### src/hdl/csvls_pkg.sv
// Shared types and constants for the CSV line field splitter.
// Holds the scan mode enum, the result struct and character codes.
// No dependencies.
package csvls_pkg;

    // Character codes
    localparam logic [7:0] CH_QUOTE = 8'h22;
    localparam logic [7:0] CH_COMMA = 8'h2C;
    localparam logic [7:0] CH_NUL   = 8'h00;

    // Register map and reset values
    localparam int          APB_ADDR_W        = 3;
    localparam logic        REG_FIELD_LIMIT   = 1'b0;
    localparam logic [7:0]  FIELD_LIMIT_RESET = 8'd8;

    // Default per-field buffer size (characters kept are one fewer)
    localparam int FIELD_BUFFER_SIZE_DEFAULT = 256;

    // Scanner mode
    typedef enum logic [2:0] {
        MODE_BETWEEN = 3'd0,
        MODE_PLAIN   = 3'd1,
        MODE_QUOTED  = 3'd2,
        MODE_QSEEN   = 3'd3,
        MODE_AFTER   = 3'd4
    } scan_mode_t;

    // One result item
    typedef struct packed {
        logic       char_valid;
        logic [7:0] out_char;
        logic [7:0] field_index;
        logic [7:0] char_pos;
        logic       field_end;
        logic [7:0] field_length;
        logic       line_done;
        logic [7:0] field_count;
        logic       line_ok;
    } result_t;

endpackage

### src/hdl/csvls_apb_regs.sv
// APB configuration register file of the CSV line field splitter.
// Holds the field limit; depends on csvls_pkg.
module csvls_apb_regs
    import csvls_pkg::*;
(
    input  logic                  clk,
    input  logic                  rst_n,
    input  logic                  psel,
    input  logic                  penable,
    input  logic                  pwrite,
    input  logic [APB_ADDR_W-1:0] paddr,
    input  logic [31:0]           pwdata,
    output logic [31:0]           prdata,
    output logic                  pready,
    output logic [7:0]            field_limit
);

    logic [7:0] field_limit_reg;
    logic       wr_en;

    // Write strobe on the access phase
    assign pready = 1'b1;
    assign wr_en  = psel && penable && pwrite && pready;

    // Field limit register
    always_ff @(posedge clk or negedge rst_n)
    begin
        if (!rst_n)
        begin
            field_limit_reg <= FIELD_LIMIT_RESET;
        end
        else if (wr_en && (paddr[2] == REG_FIELD_LIMIT))
        begin
            field_limit_reg <= pwdata[7:0];
        end
    end

    // Read mux
    always_comb
    begin
        unique case (paddr[2])
            REG_FIELD_LIMIT: prdata = {24'd0, field_limit_reg};
            default:         prdata = 32'd0;
        endcase
    end

    assign field_limit = field_limit_reg;

endmodule

### src/hdl/csvls_parser.sv
// Scanner of the CSV line field splitter: mode and counter registers plus
// the per-byte decode that forms one result item. Depends on csvls_pkg.
module csvls_parser
    import csvls_pkg::*;
#(
    parameter int FIELD_BUFFER_SIZE = FIELD_BUFFER_SIZE_DEFAULT
)
(
    input  logic       clk,
    input  logic       rst_n,
    input  logic       accept,
    input  logic [7:0] line_byte,
    input  logic       line_end,
    input  logic [7:0] field_limit,
    output result_t    result
);

    // chars_reg plus one must stay below this to store one more character
    localparam logic [8:0] CHAR_LIMIT = 9'(FIELD_BUFFER_SIZE);

    scan_mode_t mode_reg, mode_next;
    logic [7:0] cur_field_reg, cur_field_next;
    logic [7:0] chars_reg, chars_next;

    logic       eol;
    logic       is_quote;
    logic       is_comma;
    logic       can_put;
    logic       do_put;
    logic       do_close;
    logic [7:0] put_value;
    logic [7:0] count_at_end;

    // Byte decode
    assign eol      = line_end || (line_byte == CH_NUL);
    assign is_quote = (line_byte == CH_QUOTE);
    assign is_comma = (line_byte == CH_COMMA);
    assign can_put  = (({1'b0, chars_reg} + 9'd1) < CHAR_LIMIT);

    // Next mode
    always_comb
    begin
        mode_next = mode_reg;
        if (eol)
        begin
            mode_next = MODE_BETWEEN;
        end
        else
        begin
            unique case (mode_reg)
                MODE_BETWEEN:
                begin
                    if (cur_field_reg < field_limit)
                    begin
                        if (is_quote)
                            mode_next = MODE_QUOTED;
                        else if (is_comma)
                            mode_next = MODE_BETWEEN;
                        else
                            mode_next = MODE_PLAIN;
                    end
                end
                MODE_PLAIN:
                begin
                    if (is_comma)
                        mode_next = MODE_BETWEEN;
                end
                MODE_QUOTED:
                begin
                    if (is_quote)
                        mode_next = MODE_QSEEN;
                end
                MODE_QSEEN:
                begin
                    if (is_quote)
                        mode_next = MODE_QUOTED;
                    else if (is_comma)
                        mode_next = MODE_BETWEEN;
                    else
                        mode_next = MODE_AFTER;
                end
                default:
                begin
                    if (is_comma)
                        mode_next = MODE_BETWEEN;
                    else
                        mode_next = MODE_AFTER;
                end
            endcase
        end
    end

    // Actions of the current byte: store a character and/or close a field
    always_comb
    begin
        do_put    = 1'b0;
        do_close  = 1'b0;
        put_value = line_byte;
        if (eol)
        begin
            do_close = (mode_reg != MODE_BETWEEN);
        end
        else
        begin
            unique case (mode_reg)
                MODE_BETWEEN:
                begin
                    if (cur_field_reg < field_limit)
                    begin
                        do_close = is_comma;
                        do_put   = !is_comma && !is_quote;
                    end
                end
                MODE_PLAIN:
                begin
                    do_close = is_comma;
                    do_put   = !is_comma;
                end
                MODE_QUOTED:
                begin
                    do_put = !is_quote;
                end
                MODE_QSEEN:
                begin
                    do_close  = is_comma;
                    do_put    = is_quote;
                    put_value = CH_QUOTE;
                end
                default:
                begin
                    do_close = is_comma;
                end
            endcase
        end
    end

    // Result item
    assign count_at_end = cur_field_reg + {7'd0, do_close};

    always_comb
    begin
        result = '0;
        if (do_put && can_put)
        begin
            result.char_valid  = 1'b1;
            result.out_char    = put_value;
            result.field_index = cur_field_reg;
            result.char_pos    = chars_reg;
        end
        if (do_close)
        begin
            result.field_index  = cur_field_reg;
            result.field_end    = 1'b1;
            result.field_length = chars_reg;
        end
        if (eol)
        begin
            result.line_done   = 1'b1;
            result.field_count = count_at_end;
            result.line_ok     = (count_at_end != 8'd0);
        end
    end

    // Counter updates
    always_comb
    begin
        cur_field_next = cur_field_reg;
        chars_next     = chars_reg;
        if (eol)
        begin
            cur_field_next = 8'd0;
            chars_next     = 8'd0;
        end
        else if (do_close)
        begin
            cur_field_next = cur_field_reg + 8'd1;
            chars_next     = 8'd0;
        end
        else if (do_put && can_put)
        begin
            chars_next = chars_reg + 8'd1;
        end
    end

    // State registers, updated on each accepted byte
    always_ff @(posedge clk or negedge rst_n)
    begin
        if (!rst_n)
        begin
            mode_reg      <= MODE_BETWEEN;
            cur_field_reg <= 8'd0;
            chars_reg     <= 8'd0;
        end
        else if (accept)
        begin
            mode_reg      <= mode_next;
            cur_field_reg <= cur_field_next;
            chars_reg     <= chars_next;
        end
    end

`ifndef SYNTHESIS
    a_between_empty: assert property (@(posedge clk) disable iff (!rst_n)
        (mode_reg == MODE_BETWEEN) |-> (chars_reg == 8'd0))
        else $error("character count nonzero between fields");

    a_eol_clears: assert property (@(posedge clk) disable iff (!rst_n)
        (accept && eol) |=> ((cur_field_reg == 8'd0) && (mode_reg == MODE_BETWEEN)))
        else $error("state not cleared after line end");

    a_char_fits: assert property (@(posedge clk) disable iff (!rst_n)
        result.char_valid |-> (({1'b0, chars_reg} + 9'd1) < CHAR_LIMIT))
        else $error("character delivered beyond field buffer");
`endif

endmodule

### src/hdl/csvls_out_skid.sv
// Output register with a skid entry for the result channel.
// Keeps the input side accepting while a result waits. Depends on csvls_pkg.
module csvls_out_skid
    import csvls_pkg::*;
(
    input  logic    clk,
    input  logic    rst_n,
    input  logic    in_valid,
    output logic    in_ready,
    input  result_t in_data,
    output logic    out_valid,
    input  logic    out_ready,
    output result_t out_data
);

    logic    out_valid_reg;
    logic    skid_valid_reg;
    result_t out_data_reg;
    result_t skid_data_reg;

    assign in_ready  = !skid_valid_reg;
    assign out_valid = out_valid_reg;
    assign out_data  = out_data_reg;

    // Valid flags
    always_ff @(posedge clk or negedge rst_n)
    begin
        if (!rst_n)
        begin
            out_valid_reg  <= 1'b0;
            skid_valid_reg <= 1'b0;
        end
        else if (skid_valid_reg)
        begin
            if (out_ready)
                skid_valid_reg <= 1'b0;
        end
        else if (in_valid)
        begin
            if (!out_valid_reg || out_ready)
                out_valid_reg <= 1'b1;
            else
                skid_valid_reg <= 1'b1;
        end
        else if (out_ready)
        begin
            out_valid_reg <= 1'b0;
        end
    end

    // Payload
    always_ff @(posedge clk)
    begin
        if (skid_valid_reg)
        begin
            if (out_ready)
                out_data_reg <= skid_data_reg;
        end
        else if (in_valid)
        begin
            if (!out_valid_reg || out_ready)
                out_data_reg <= in_data;
            else
                skid_data_reg <= in_data;
        end
    end

`ifndef SYNTHESIS
    a_skid_implies_out: assert property (@(posedge clk) disable iff (!rst_n)
        skid_valid_reg |-> out_valid_reg)
        else $error("skid entry held with empty output register");

    a_stall_keeps: assert property (@(posedge clk) disable iff (!rst_n)
        (out_valid_reg && !out_ready) |=> out_valid_reg)
        else $error("stalled result dropped");

    a_skid_drains: assert property (@(posedge clk) disable iff (!rst_n)
        (skid_valid_reg && out_ready) |=> (!skid_valid_reg && out_valid_reg))
        else $error("skid entry not moved to output register");
`endif

endmodule

### src/hdl/csv_line_field_splitter.sv
// Top level of the CSV line field splitter: APB registers, byte scanner
// and output skid stage. Depends on csvls_pkg and the csvls_* modules.
//
// Usage:
//   Input stream: one line byte per request on s_tdata; s_tlast marks the
//   line end (a zero byte ends the line too). Output stream: one result per
//   input byte, carrying a delivered character, a field close and, with
//   m_tlast, the line end with the field count.
//   Registering: the result of a byte is held in the output register, or
//   in the skid entry while the output is stalled. Throughput: one byte per
//   cycle while s_tready is high, the scanner updating on each accepted byte.
//   Stall: when m_tready is low, the output register and one skid entry
//   hold two results; s_tready drops only once both are full, and rises
//   again the cycle after the receiver takes one.
//   Reset: scan state returns to between fields with zero counts and
//   the field limit to 8; no clearing pass, bytes are taken right after reset.
//   Config: field limit at byte address 0; the user must write it only while idle, the block does not enforce this.
module csv_line_field_splitter
    import csvls_pkg::*;
#(
    parameter int FIELD_BUFFER_SIZE = FIELD_BUFFER_SIZE_DEFAULT
)
(
    input  logic                  clk,
    input  logic                  rst_n,
    // APB configuration
    input  logic                  psel,
    input  logic                  penable,
    input  logic                  pwrite,
    input  logic [APB_ADDR_W-1:0] paddr,
    input  logic [31:0]           pwdata,
    output logic [31:0]           prdata,
    output logic                  pready,
    // Input stream
    input  logic                  s_tvalid,
    output logic                  s_tready,
    input  logic [7:0]            s_tdata,   // [7:0] line_byte
    input  logic                  s_tlast,   // line_end
    // Output stream
    output logic                  m_tvalid,
    input  logic                  m_tready,
    output logic [39:0]           m_tdata,   // [7:0] out_char, [15:8] field_index,
                                             // [23:16] char_pos, [31:24] field_length,
                                             // [39:32] field_count
    output logic [2:0]            m_tuser,   // [0] char_valid, [1] field_end, [2] line_ok
    output logic                  m_tlast    // line_done
);

    logic [7:0] field_limit;
    logic       accept;
    result_t    parse_res;
    result_t    out_res;

    // Configuration registers
    csvls_apb_regs u_regs (
        .clk         (clk),
        .rst_n       (rst_n),
        .psel        (psel),
        .penable     (penable),
        .pwrite      (pwrite),
        .paddr       (paddr),
        .pwdata      (pwdata),
        .prdata      (prdata),
        .pready      (pready),
        .field_limit (field_limit)
    );

    assign accept = s_tvalid && s_tready;

    // Byte scanner
    csvls_parser #(
        .FIELD_BUFFER_SIZE (FIELD_BUFFER_SIZE)
    ) u_parser (
        .clk         (clk),
        .rst_n       (rst_n),
        .accept      (accept),
        .line_byte   (s_tdata),
        .line_end    (s_tlast),
        .field_limit (field_limit),
        .result      (parse_res)
    );

    // Output register and skid entry
    csvls_out_skid u_skid (
        .clk       (clk),
        .rst_n     (rst_n),
        .in_valid  (s_tvalid),
        .in_ready  (s_tready),
        .in_data   (parse_res),
        .out_valid (m_tvalid),
        .out_ready (m_tready),
        .out_data  (out_res)
    );

    // Port packing
    assign m_tdata = {out_res.field_count, out_res.field_length, out_res.char_pos,
                      out_res.field_index, out_res.out_char};
    assign m_tuser = {out_res.line_ok, out_res.field_end, out_res.char_valid};
    assign m_tlast = out_res.line_done;

endmodule

### config.mk
export PLATFORM = sky130hd
export DESIGN_NAME = csv_line_field_splitter
export DESIGN_NICKNAME = d
export VERILOG_FILES = /design/src/hdl/csvls_pkg.sv /design/src/hdl/csvls_apb_regs.sv /design/src/hdl/csvls_parser.sv /design/src/hdl/csvls_out_skid.sv /design/src/hdl/csv_line_field_splitter.sv
export SDC_FILE = /design/constraint.sdc
export NUM_CORES = 1
export LEC_CHECK = 0
export CORE_MARGIN = 1
export CORE_UTILIZATION = 55
export CTS_BUF_LIST = sky130_fd_sc_hd__clkbuf_8
export DETAILED_ROUTE_END_ITERATION = 10
export DONT_BUFFER_PORTS = 1
export PLACE_DENSITY = 0.74
export SLEW_MARGIN = 20
export SYNTH_ARGS = -nofsm -noshare
export SYNTH_HDL_FRONTEND = slang
export SYNTH_SLANG_ARGS = --single-unit
### constraint.sdc
create_clock -name clk -period 3.6 [get_ports clk]
set_input_delay 0.18 -clock clk [delete_from_list [all_inputs] [get_ports clk]]
set_output_delay 0.18 -clock clk [all_outputs]
set_load 0.03 [all_outputs]
[Yosys cells after proc, flatten, opt, wreduce, memory -nomap -nowiden]
Cells that the tools add are included.
Word-level totals
  bits in registers: 117
  output and inout port bits: 79
Cells by class
  eq/ne operators: 10
  bitwise logic cells: 3
  order comparisons: 2
  multiplexer cells: 38
  $add $sub $neg: 4
  reduce and logical (&&, ||, !) cells: 27
Operators with widths (number)
  $mux W44: 4
  $mux W8: 9
  $mux W25: 1
  $mux W3: 7
  $add A8 B1 Y8 const B: 2
  $eq A8 B6 Y1 const B: 2
  $mux W1: 12
  $pmux W3 S4: 1
  $mux W10: 1
  $add A8 B1 Y9 const B: 1
  $lt A9 B9 Y1 const B: 1
  $mux W9: 1
  $ne A3 B1 Y1 const B: 3
  $reduce_and A3 Y1: 3
  $add A8 B1 Y8: 1
  $logic_not A8 Y1: 1
  $lt A8 B8 Y1: 1
  $reduce_bool A2 Y1: 4
  $reduce_bool A8 Y1: 1
  $eq A3 B2 Y1 const B: 2
  $logic_and A1 B1 Y1: 6
  $reduce_bool A3 Y1: 2
  $logic_not A1 Y1: 4
  $pmux W1 S4: 1
  other kinds (9): 13

[Longest topological paths before layout]
Gate-level depths: netlist (run 1).
  depth after elaboration: 12
  depth in mapped cells: 15

[Modules after synthesis]
Synthesis (run 1) repeated with hierarchy kept, for this count alone.
Second synthesis, totals
  cells, all modules: 463
  area total of the unflattened synthesis: 5870.6 um^2
Modules (own cells, without submodules)
  csvls_out_skid: area each 3308.2 um^2, instances 1, cells each 148
  csvls_parser: area each 1975.6 um^2, instances 1, cells each 262
  csvls_apb_regs: area each 580.6 um^2, instances 1, cells each 52
  csv_line_field_splitter: area each 6.3 um^2, instances 1, cells each 1

[Worst setup path before layout (run 1)]
OpenSTA, ideal clock, no wires.
  kind: flip-flop to flip-flop
  from: reg u_parser.cur_field_reg[7]
  to: reg u_skid.out_data_reg (netlist bit u_skid.out_data[0]), data pin
  arrival time: 3.415 ns
  slack: -0.075 ns
  required time: 3.340 ns
  cell stages (with the launch flop): 14
  setup time: 0.260 ns
  path buffers: 2
  path through: dfrtp_1 -> ha_1 -> or4_4 -> a21oi_4 -> o211ai_4 -> a221oi_2 -> clkbuf_1 -> ha_1 -> and2_1 -> clkbuf_1 -> nand2_1 -> o32ai_1 -> a41oi_1 -> mux2_2
RTL lines
  start, declared: RTL line csvls_parser.sv:22  | logic [7:0] cur_field_reg, cur_field_next;
  start signal, assigned: RTL line csvls_parser.sv:197  | cur_field_reg <= cur_field_next;
  end signal, assigned: RTL line csvls_out_skid.sv:57  | out_data_reg <= skid_data_reg;
  end signal, assigned: RTL line csvls_out_skid.sv:62  | out_data_reg <= in_data;
  end, declared: RTL line csvls_out_skid.sv:18  | result_t out_data_reg;

==> results of run 1 <==
## area by class of cell
| class | count | area, sq um |
|---|---|---|
| clock buffer | 17 | 234.0 |
| inverter | 20 | 75.07 |
| multi-input combinational | 329 | 2210 |
| sequential | 117 | 3371 |
| clock inverter | 15 | 98.84 |
| tap | 136 | 170.2 |
| timing repair buffer | 36 | 340.3 |
| fill | 798 | 3779 |
## critical path: cells and delay by family, from the launching register on
kind                       cells  cell delay (ps)
adders and majority gates      2              410
DFF                            1              530
AOI/OAI and AO/OA              5             1060
muxes                          1              290
buffers and inverters          1               60
and+or+nand+nor                3              800
## repair_timing
action,in CTS,in global routing
setup endpoints to repair,0,1
gates resized for setup,0,1
hold endpoints to repair,47,0
hold buffers,19,0
## cell families after synthesis
family / count (synthesis) / share of synthesized area, %
and+or+nand+nor: 164 / 14.16
buffers and inverters: 70 / 6.165
muxes: 31 / 5.822
AOI/OAI and AO/OA: 89 / 12.16
xor gates and xnor gates: 9 / 1.353
other: 2 / 0.1289
adders and majority gates: 11 / 2.363
DFF: 117 / 57.85
## where the power goes
group	leakage, nW	switching (W)	internal (W)
registers	1.23	0.000273	0.00169
clock network	0.171	0.000503	0.000520
logic	1.09	0.000490	0.000277
## cells in the final DEF (no fill, tap or decap), types with 2 or more instances in the layout
master | Yosys | layout
nand4_1 | 7 | 7
clkinv_2 | 0 | 4
ha_1 | 11 | 11
buf_4 | 25 | 16
xor2_1 | 6 | 6
or2_2 | 2 | 2
or3_1 | 4 | 4
nand3_1 | 6 | 6
a22o_1 | 6 | 6
nor2_1 | 47 | 47
mux2i_1 | 8 | 8
nor2b_1 | 15 | 15
o31ai_1 | 17 | 17
nor3_1 | 5 | 5
xnor2_1 | 3 | 3
edfxtp_1 | 88 | 88
o211ai_1 | 8 | 8
dlygate4sd3_1 | 0 | 18
buf_12 | 0 | 2
clkinvlp_4 | 0 | 3
a21oi_1 | 8 | 8
o21ai_0 | 14 | 14
nor4_1 | 4 | 4
and3_1 | 8 | 7
o21ai_1 | 5 | 5
inv_1 | 17 | 19
mux2_2 | 23 | 23
or4b_1 | 2 | 2
clkbuf_8 | 0 | 17
clkinv_1 | 1 | 6
conb_1 | 2 | 25
and2_1 | 18 | 18
dfrtp_1 | 28 | 27
a21o_1 | 4 | 4
a31oi_1 | 3 | 2
inv_2 | 2 | 2
a41oi_1 | 3 | 3
nand2_1 | 38 | 38
## through the flow
stage | std cells | area, sq um
final | 670 | 6499
after detailed placement | 619 | 5947
after CTS | 670 | 6480
after global placement | 619 | 5947
after floorplan | 516 | 5912
after global routing | 670 | 6499
## routing by layer
| layer | vias up | share of wire (%) |
|---|---|---|
| met5 | - | 0 |
| met4 | 0 | 2.0 |
| met3 | 21 | 5.0 |
| met2 | 157 | 50 |
| met1 | 1875 | 43 |
| li1 | 1817 | - |
## final timing paths
path                                       start                         to  slack, ps  cells past startpoint
hold reg to reg            u_regs.field_limit[7]      u_regs.field_limit[7]        510                      1
hold / removal                        s_tdata[4]        u_skid.out_data[39]         90                      2
setup / recovery           u_regs.field_limit[3]         u_skid.out_data[0]        200                     12
min in group asynchronous                  rst_n  u_parser.cur_field_reg[3]        190                      2
max in group asynchronous                  rst_n      u_regs.field_limit[3]       3170                      2
setup reg to reg           u_regs.field_limit[3]         u_skid.out_data[0]        200                     12
==> flow_summary.ini, run 1 <==
[setup_path]
critPathMostFrequentCell = ha_1
critPathCaptureType = flop
critPathRequiredTime_ps = 3770
cpPeakStageDelay_ps = 530
crit_path_max_fanout = 6
start_kind = flop
path_cells = inv_1 -> ha_1 -> or4_4 -> a21oi_4 -> o211ai_4 -> a221oi_4 -> ha_1 -> and2_1 -> nand2_1 -> o32ai_1 -> a41oi_1 -> mux2_2
worstPathArrival_ps = 3570
crit_type = reg -> reg
critPathSlowestCell = dfstp_2

[routing]
postRouteAntennaNets = 0
drt_iter0_markers = 228
wl_per_cell_um = 17.26
detail_route.wirelength_mm = 11.56
drc = 0
vias_per_cell = 5.776
dr_total_vias = 3870
drtPass1Iterations = 5

[timing]
final_hold_viol_count = 0
fin_crit_sh_pct = 94.37
fin_tns_setup_ps = 0
max_freq_mhz = 294.3
period_minus_slack_ps = 3397
max-slew-margin-rel_pct = 43.19
setup_slack_ps = 202.5
worst_pin_slew_ps = 846.5
clock_skew_ps = 11.35
setup_violations = 0
whs_ps = 93.67
drv_slew = 0

[grt]
antenna_found_initial = 0
overflow = 0
grtUsageMet1_pct = 27.54
top_usage_layer = met2
track_usage_pct = 22.21
grt_use_met2_pct = 36.85
grt_pass1_wl_mm = 18.76
grt_pass1_vias = 3755
grt_max_degree = 45
grt.met3_usage_pct = 6.176

[die]
dieWidth_um = 104.9
dieArea_sq_um = 11010
placeableCoreArea_sq_um = 10280
die_h_um = 104.9
io_pins = 130
rows = 37
start_util_pct = 56.67

[power]
ir_drop_uv = 255.7
power.density_nw_per_um2 = 576.9
p_leak_nw = 2.494
power_w = 0.003749

[final_layout]
insertedDiodeCount = 0
final_nets = 583
drive_gt1_share_pct = 16.10
syn2layout_area_growth_pct = 11.58
fin_util_pct = 63.23

[logic_synthesis]
postSynthCellCount = 493
async_flop_share_pct = 24.79
syn_area_sq_um = 5824
syn_area_per_cell_sq_um = 11.81
synth_seq_cells = 117
ys_seq_area_share_pct = 57.85
synth_commonest_cells = edfxtp_1, nor2_1, nand2_1
ys.flop_type = edfxtp_1
ys_warn_count = 0
netlist_top_cells_area = edfxtp_1, dfrtp_1, mux2_2
yosysMostFrequentCell = edfxtp_1
yosysTopAreaCell = edfxtp_1
yosys.area.top_type_share_pct = 45.37
synth-edff-count = 88
yosysUniqueCellTypes = 66

[clock_network]
tritoncts = done
clock-sinks = 117
clk_latency_ps = 420
numCtsBuffers = 17
clock-root-buffer = clkbuf_8
cts.htree.levels = 4
clkTransAtPathRegs_ps = 70
cts_setup_buffers = 0
cts_buffer_depth = 2

[place]
gp_congestion = 0.8415
preCtsSetupSlack_ps = 216.7
hpwl_mm = 7.712
io_buffers = 0

[min_path]
hold_class = in -> reg

[job]
maxCapViolations = 0

[status]
status = finished, final reports clean
Power figures use the tool's default switching activity.
==> inputs of run 2 (changes only) <==
Settings changed: ABC_AREA set to 1.
==> run 2 against run 1 <==
  * Fmax rose by 14%
  * Non-clock buffer count is 14 lower
  * Sequential cell count did not move
  * Final area decreased by 0.87%
  * Via count up 2.0%
  * First-iteration DRC count increased by 26%
  * Area after synthesis barely moved
  * Worst hold slack got worse by 69 ps
  * Clock skew up 3.6 ps
  * Cell count increased by 17%
  * Utilization down 0.55 points
==> flow_summary.ini, run 2 <==
[status]
status = finished, final reports clean

[timing]
max-slew-margin-rel_pct = 45.13
clock_skew_ps = 14.91
setup_violations = 0
fin_crit_sh_pct = 82.91
whs_ps = 24.22
final_hold_viol_count = 0
drv_slew = 0
worst_pin_slew_ps = 821.0
period_minus_slack_ps = 2985
setup_slack_ps = 615.4
max_freq_mhz = 335.0
fin_tns_setup_ps = 0
rsz0062_at_grt = false

[die]
dieArea_sq_um = 11010
die_h_um = 104.9
rows = 37
placeableCoreArea_sq_um = 10280
io_pins = 130
dieWidth_um = 104.9
start_util_pct = 56.71

[clock_network]
cts_buffer_depth = 2
clock-sinks = 117
cts.htree.levels = 4
clkTransAtPathRegs_ps = 70
clk_latency_ps = 440
clock-root-buffer = clkbuf_8
cts-resized-gates = 0
numCtsBuffers = 17
tritoncts = done

[power]
power.density_nw_per_um2 = 611.7
ir_drop_uv = 288.8
p_leak_nw = 2.773

[logic_synthesis]
synth_seq_cells = 117
syn_area_per_cell_sq_um = 9.554
yosysMostFrequentCell = nand2_1
synth_commonest_cells = nand2_1, edfxtp_1, nor2_1
postSynthCellCount = 610
synth-edff-count = 88
ys.flop_type = edfxtp_1
async_flop_share_pct = 24.79
yosys.area.top_type_share_pct = 45.34
syn_area_sq_um = 5828
ys_warn_count = 0
yosysTopAreaCell = edfxtp_1
yosysUniqueCellTypes = 36
netlist_top_cells_area = edfxtp_1, nand2_1, dfrtp_1
ys_seq_area_share_pct = 57.81

[setup_path]
critPathRequiredTime_ps = 3790
worstPathArrival_ps = 3180
reg2reg_from = u_regs.field_limit[3]
critPathCaptureType = flop
crit_type = reg -> reg
reg2reg_to = u_skid.out_data[0]
crit_path_max_fanout = 14
start_kind = flop
reg2reg_slack_ps = 620
r2r_cells = 18

[grt]
overflow = 0
antenna_found_initial = 0
grt_max_degree = 49
grt_pass1_vias = 3890
track_usage_pct = 21.85
grt_pass1_wl_mm = 18.57

[routing]
drt_iter0_markers = 288
vias_per_cell = 5.055
drc = 0
wl_per_cell_um = 13.92
drtPass1Iterations = 5
dr_total_vias = 3948
detail_route.wirelength_mm = 10.87
postRouteAntennaNets = 0

[place]
hpwl_mm = 7.203
preCtsSetupSlack_ps = 687.6
io_buffers = 0
post-place-cells = 732
gp_congestion = 0.8310

[min_path]
min_path_cells = 2
hold_end = u_skid.skid_data_reg[40]
hold_class = in -> reg
hold_start = s_tdata[5]

[final_layout]
syn2layout_area_growth_pct = 10.54
fin_util_pct = 62.69
ff_latch_area_sq_um = 3369
layout_commonest_cell = nand2_1
final_cells = 781
insertedDiodeCount = 0
multi_input_area_sq_um = 2056
layout_common_cells = nand2_1, edfxtp_1, nor2_1
drive_gt1_share_pct = 12.25
final_nets = 694
num-fill-cells = 842

[job]
maxCapViolations = 0
==> run 2: cell types whose count changed after synthesis, sizes merged, moves of 6 or more <==
cell	before	now
o31ai	17	0
xor2	6	17
nand2	39	194
clkbuf	19	10
mux2	23	0
inv	19	56
o211ai	9	1
a22o	6	0
mux2i	8	0
and3	8	0
nand3	6	31
and2	18	0
nor2b	15	0
nor2	47	84
==> run 2: cell families (layout without fill, tap and decap cells) <==
family / count (synthesis) / in the layout / share of synthesized area [%]
AO/OA/AOI/OAI: 40 / 40 / 4.401
buffers and inverters: 99 / 111 / 8.716
AND/OR/NAND/NOR: 323 / 323 / 23.87
flip-flops: 117 / 117 / 57.81
other: 2 / 25 / 0.1289
XOR/XNOR: 18 / 18 / 2.705
adder cells (fa/ha/maj): 11 / 11 / 2.361
==> run 2: critical path, cell delays in order, from the launching register on <==
cell,delay (ps)
dfstp_2,520
inv_1,60
ha_1,310
a21oi_1,150
nand2_1,70
nand2_1,70
nand2_1,50
nand2_1,130
nand2_4,160
inv_1,130
ha_1,150
nand2_1,80
nor2_1,190
nand3_1,110
xor2_1,180
nor2_1,120
nand3_1,100
nand3_1,90
nand2_1,50
==> run 2: repair_timing <==
action	CTS	global route
hold endpoints to repair	44	0
hold buffers	17	0
buffers inserted	0	0
==> run 2: final cells by class <==
cell class,count,area share (%)
flip-flops and latches,117,52.30
multi-input cells,417,31.91
clock buffers,18,3.845
repair buffers,22,3.379
inverters,57,3.321
well taps,136,2.641
clock inverters,14,2.602
==> run 2: worst max path at each step <==
stage	start	end	slack [ps]	cells past startpoint
floorplan	u_skid.skid_valid_reg	u_skid.out_data[0]	260	3
global placement	u_regs.field_limit[3]	u_skid.out_data[0]	730	18
detailed placement	u_regs.field_limit[3]	u_skid.out_data[0]	690	18
CTS	u_regs.field_limit[3]	u_skid.out_data[0]	650	18
global route	u_regs.field_limit[3]	u_skid.out_data[0]	320	18
finish	u_regs.field_limit[3]	u_skid.out_data[0]	620	18
==> run 2: metal layers <==
metal	track usage (%)	wire length [um]
met5	0	0
met4	10.06	148
met2	33.21	5238
met1	29.75	4850
met3	5.365	633
==> run 2: per-stage QoR <==
| step | cell area [sq um] | total power (W) |
|---|---|---|
| 2_1_floorplan | 5914 | 0.002553 |
| 3_3_place_gp | 5847 | 0.002642 |
| 3_5_place_dp | 5847 | 0.002674 |
| 4_1_cts | 6442 | 0.003953 |
| 5_1_grt | 6442 | 0.004135 |
| 6_report | 6442 | 0.003941 |
==> run 2: power breakdown <==
group	internal (W)	switching (W)
sequential	0.00168	0.000254
clock	0.000757	0.000509
combinational	0.000197	0.000545
total	0.00263	0.00131
==> inputs of run 3 (changes only) <==
Settings changed: ABC_AREA 1 to 0.
Clock period 3.6 ns to 2.6 ns, I/O delays scaled along.
==> run 3 against run 2 <==
  * The flow now finishes with violations (setup timing)
  * Cell count shrank 6.3%
  * Combinational power grew 140%
  * Wire length grew 22%
  * Setup slack lost 1200 ps
  * Clock skew shrank 7.0 ps
  * Non-clock buffer count grew 74
  * Critical endpoint unchanged
  * Largest cell class unchanged
==> flow_summary.ini, run 3 (synthesis gave the netlist of run 1 again) <==
[timing]
max-slew-margin-rel_pct = 46.10
clock_skew_ps = 7.898
rsz0062_at_grt = true
fin_tns_setup_ps = -17710
final_hold_viol_count = 0
whs_ps = 37.62
period_minus_slack_ps = 3214
fin_crit_sh_pct = 123.6
setup_slack_ps = -614.2
max_freq_mhz = 311.1
worst_pin_slew_ps = 808.5
drv_slew = 0
setup_violations = 76

[setup_path]
critPathRequiredTime_ps = 2780
crit_path_max_fanout = 6
critPathCaptureType = flop
worstPathArrival_ps = 3390
start_kind = flop
reg2reg_slack_ps = -610
crit_type = reg -> reg

[final_layout]
fin_area_sq_um = 7513
final_nets = 645
layout_commonest_cell = edfxtp_1
layout_common_cells = edfxtp_1, buf_4, nand2_1
final_cells = 732
insertedDiodeCount = 0
ff_latch_area_sq_um = 3371
drive_gt1_share_pct = 35.74
multi_input_area_sq_um = 2688
num-fill-cells = 665
syn2layout_area_growth_pct = 29.00

[clock_network]
cts.htree.levels = 4
numCtsBuffers = 17
clk_latency_ps = 430
clock-sinks = 117
clkTransAtPathRegs_ps = 70
clock-root-buffer = clkbuf_8
cts_buffer_depth = 2
tritoncts = done

[routing]
drtPass1Iterations = 6
dr_total_vias = 4240
wl_per_cell_um = 18.19
vias_per_cell = 5.792
drt_iter0_markers = 292
drc = 0
postRouteAntennaNets = 0
detail_route.wirelength_mm = 13.31

[place]
post-place-cells = 657
io_buffers = 0
hpwl_mm = 8.120
gp_congestion = 0.8820
place_area_sq_um = 6261

[die]
io_pins = 130
die_h_um = 104.9
dieArea_sq_um = 11010
placeableCoreArea_sq_um = 10280
rows = 37
start_util_pct = 56.67
dieWidth_um = 104.9

[job]
maxCapViolations = 0

[status]
violations = setup timing
status = complete, but fails checks

[power]
power.density_nw_per_um2 = 788.0
p_leak_nw = 2.913
ir_drop_uv = 383.5

[grt]
overflow = 0
antenna_found_initial = 0
grt_pass1_vias = 4290
grt_pass1_wl_mm = 20.77
track_usage_pct = 24.80
grt_max_degree = 33

[min_path]
hold_class = in -> reg
==> run 3: worst paths after layout <==
path	depth (start not counted)	start	end
worst max-delay path	13	u_regs.field_limit[3]	u_skid.out_data[0]
worst min-delay path	2	s_tdata[4]	u_skid.out_data[39]
worst max register to register	13	u_regs.field_limit[3]	u_skid.out_data[0]
worst min register to register	1	u_regs.field_limit[1]	u_regs.field_limit[1]
max in group asynchronous	2	rst_n	u_regs.field_limit[3]
min in group asynchronous	2	rst_n	u_regs.field_limit[4]
==> run 3: power by group <==
part           switching (W)  total [W]  leakage [nW]  internal [W]
Sequential          0.000357    0.00269          1.23       0.00233
Combinational       0.000978    0.00175          1.52      0.000769
Clock               0.000747    0.00148         0.168      0.000736
==> run 3: critical path, cell delays in order, from the launching register on <==
cell	delay, ps
dfstp_2	540
inv_2	50
ha_4	150
or4_4	420
a21oi_4	160
o211ai_4	100
a221oi_4	330
ha_4	180
and2_4	170
nand4_1	100
a21boi_2	180
o32ai_2	120
a41oi_2	160
mux2_4	290
==> run 3: metrics by stage <==
step	setup WS, ps	utilization [%]	total power [W]
4_1_cts	-550.3	69.69	0.005675
3_5_place_dp	-726.1	60.92	0.003938
2_1_floorplan	-781.8	-	0.003561
3_3_place_gp	-599.3	60.92	0.003879
5_1_grt	-731.3	73.11	0.006163
6_report	-614.2	73.11	0.005920
==> run 3: repair_timing <==
| item | 4_1_cts | 5_1_grt |
|---|---|---|
| endpoints found under the setup margin | 44 | 88 |
| hold buffers | 19 | 0 |
| setup buffers | 15 | 11 |
| cloned | 2 | 1 |
| pin swaps | 24 | 17 |
| gates resized for setup | 49 | 61 |
| hold endpoints to repair | 50 | 0 |
==> run 3: cell type report <==
type | count | share of cell area [%]
multi-input combinational | 331 | 35.77
inverter | 20 | 0.9992
timing repair buffer | 96 | 11.47
sequential | 117 | 44.86
clock buffer | 17 | 3.114
clock inverter | 15 | 1.515
tap | 136 | 2.265
==> run 3: metal layers <==
layer  routed length, um  GRT usage, %  part of all wire [%]  up-vias
met1                5303         29.04                    40     2076
met4                 424         13.68                   3.2        0
met2                6825         41.63                    51      179
met5                   0             0                     0        -
li1                    -             -                     -     1940
met3                 758         6.488                   5.7       45
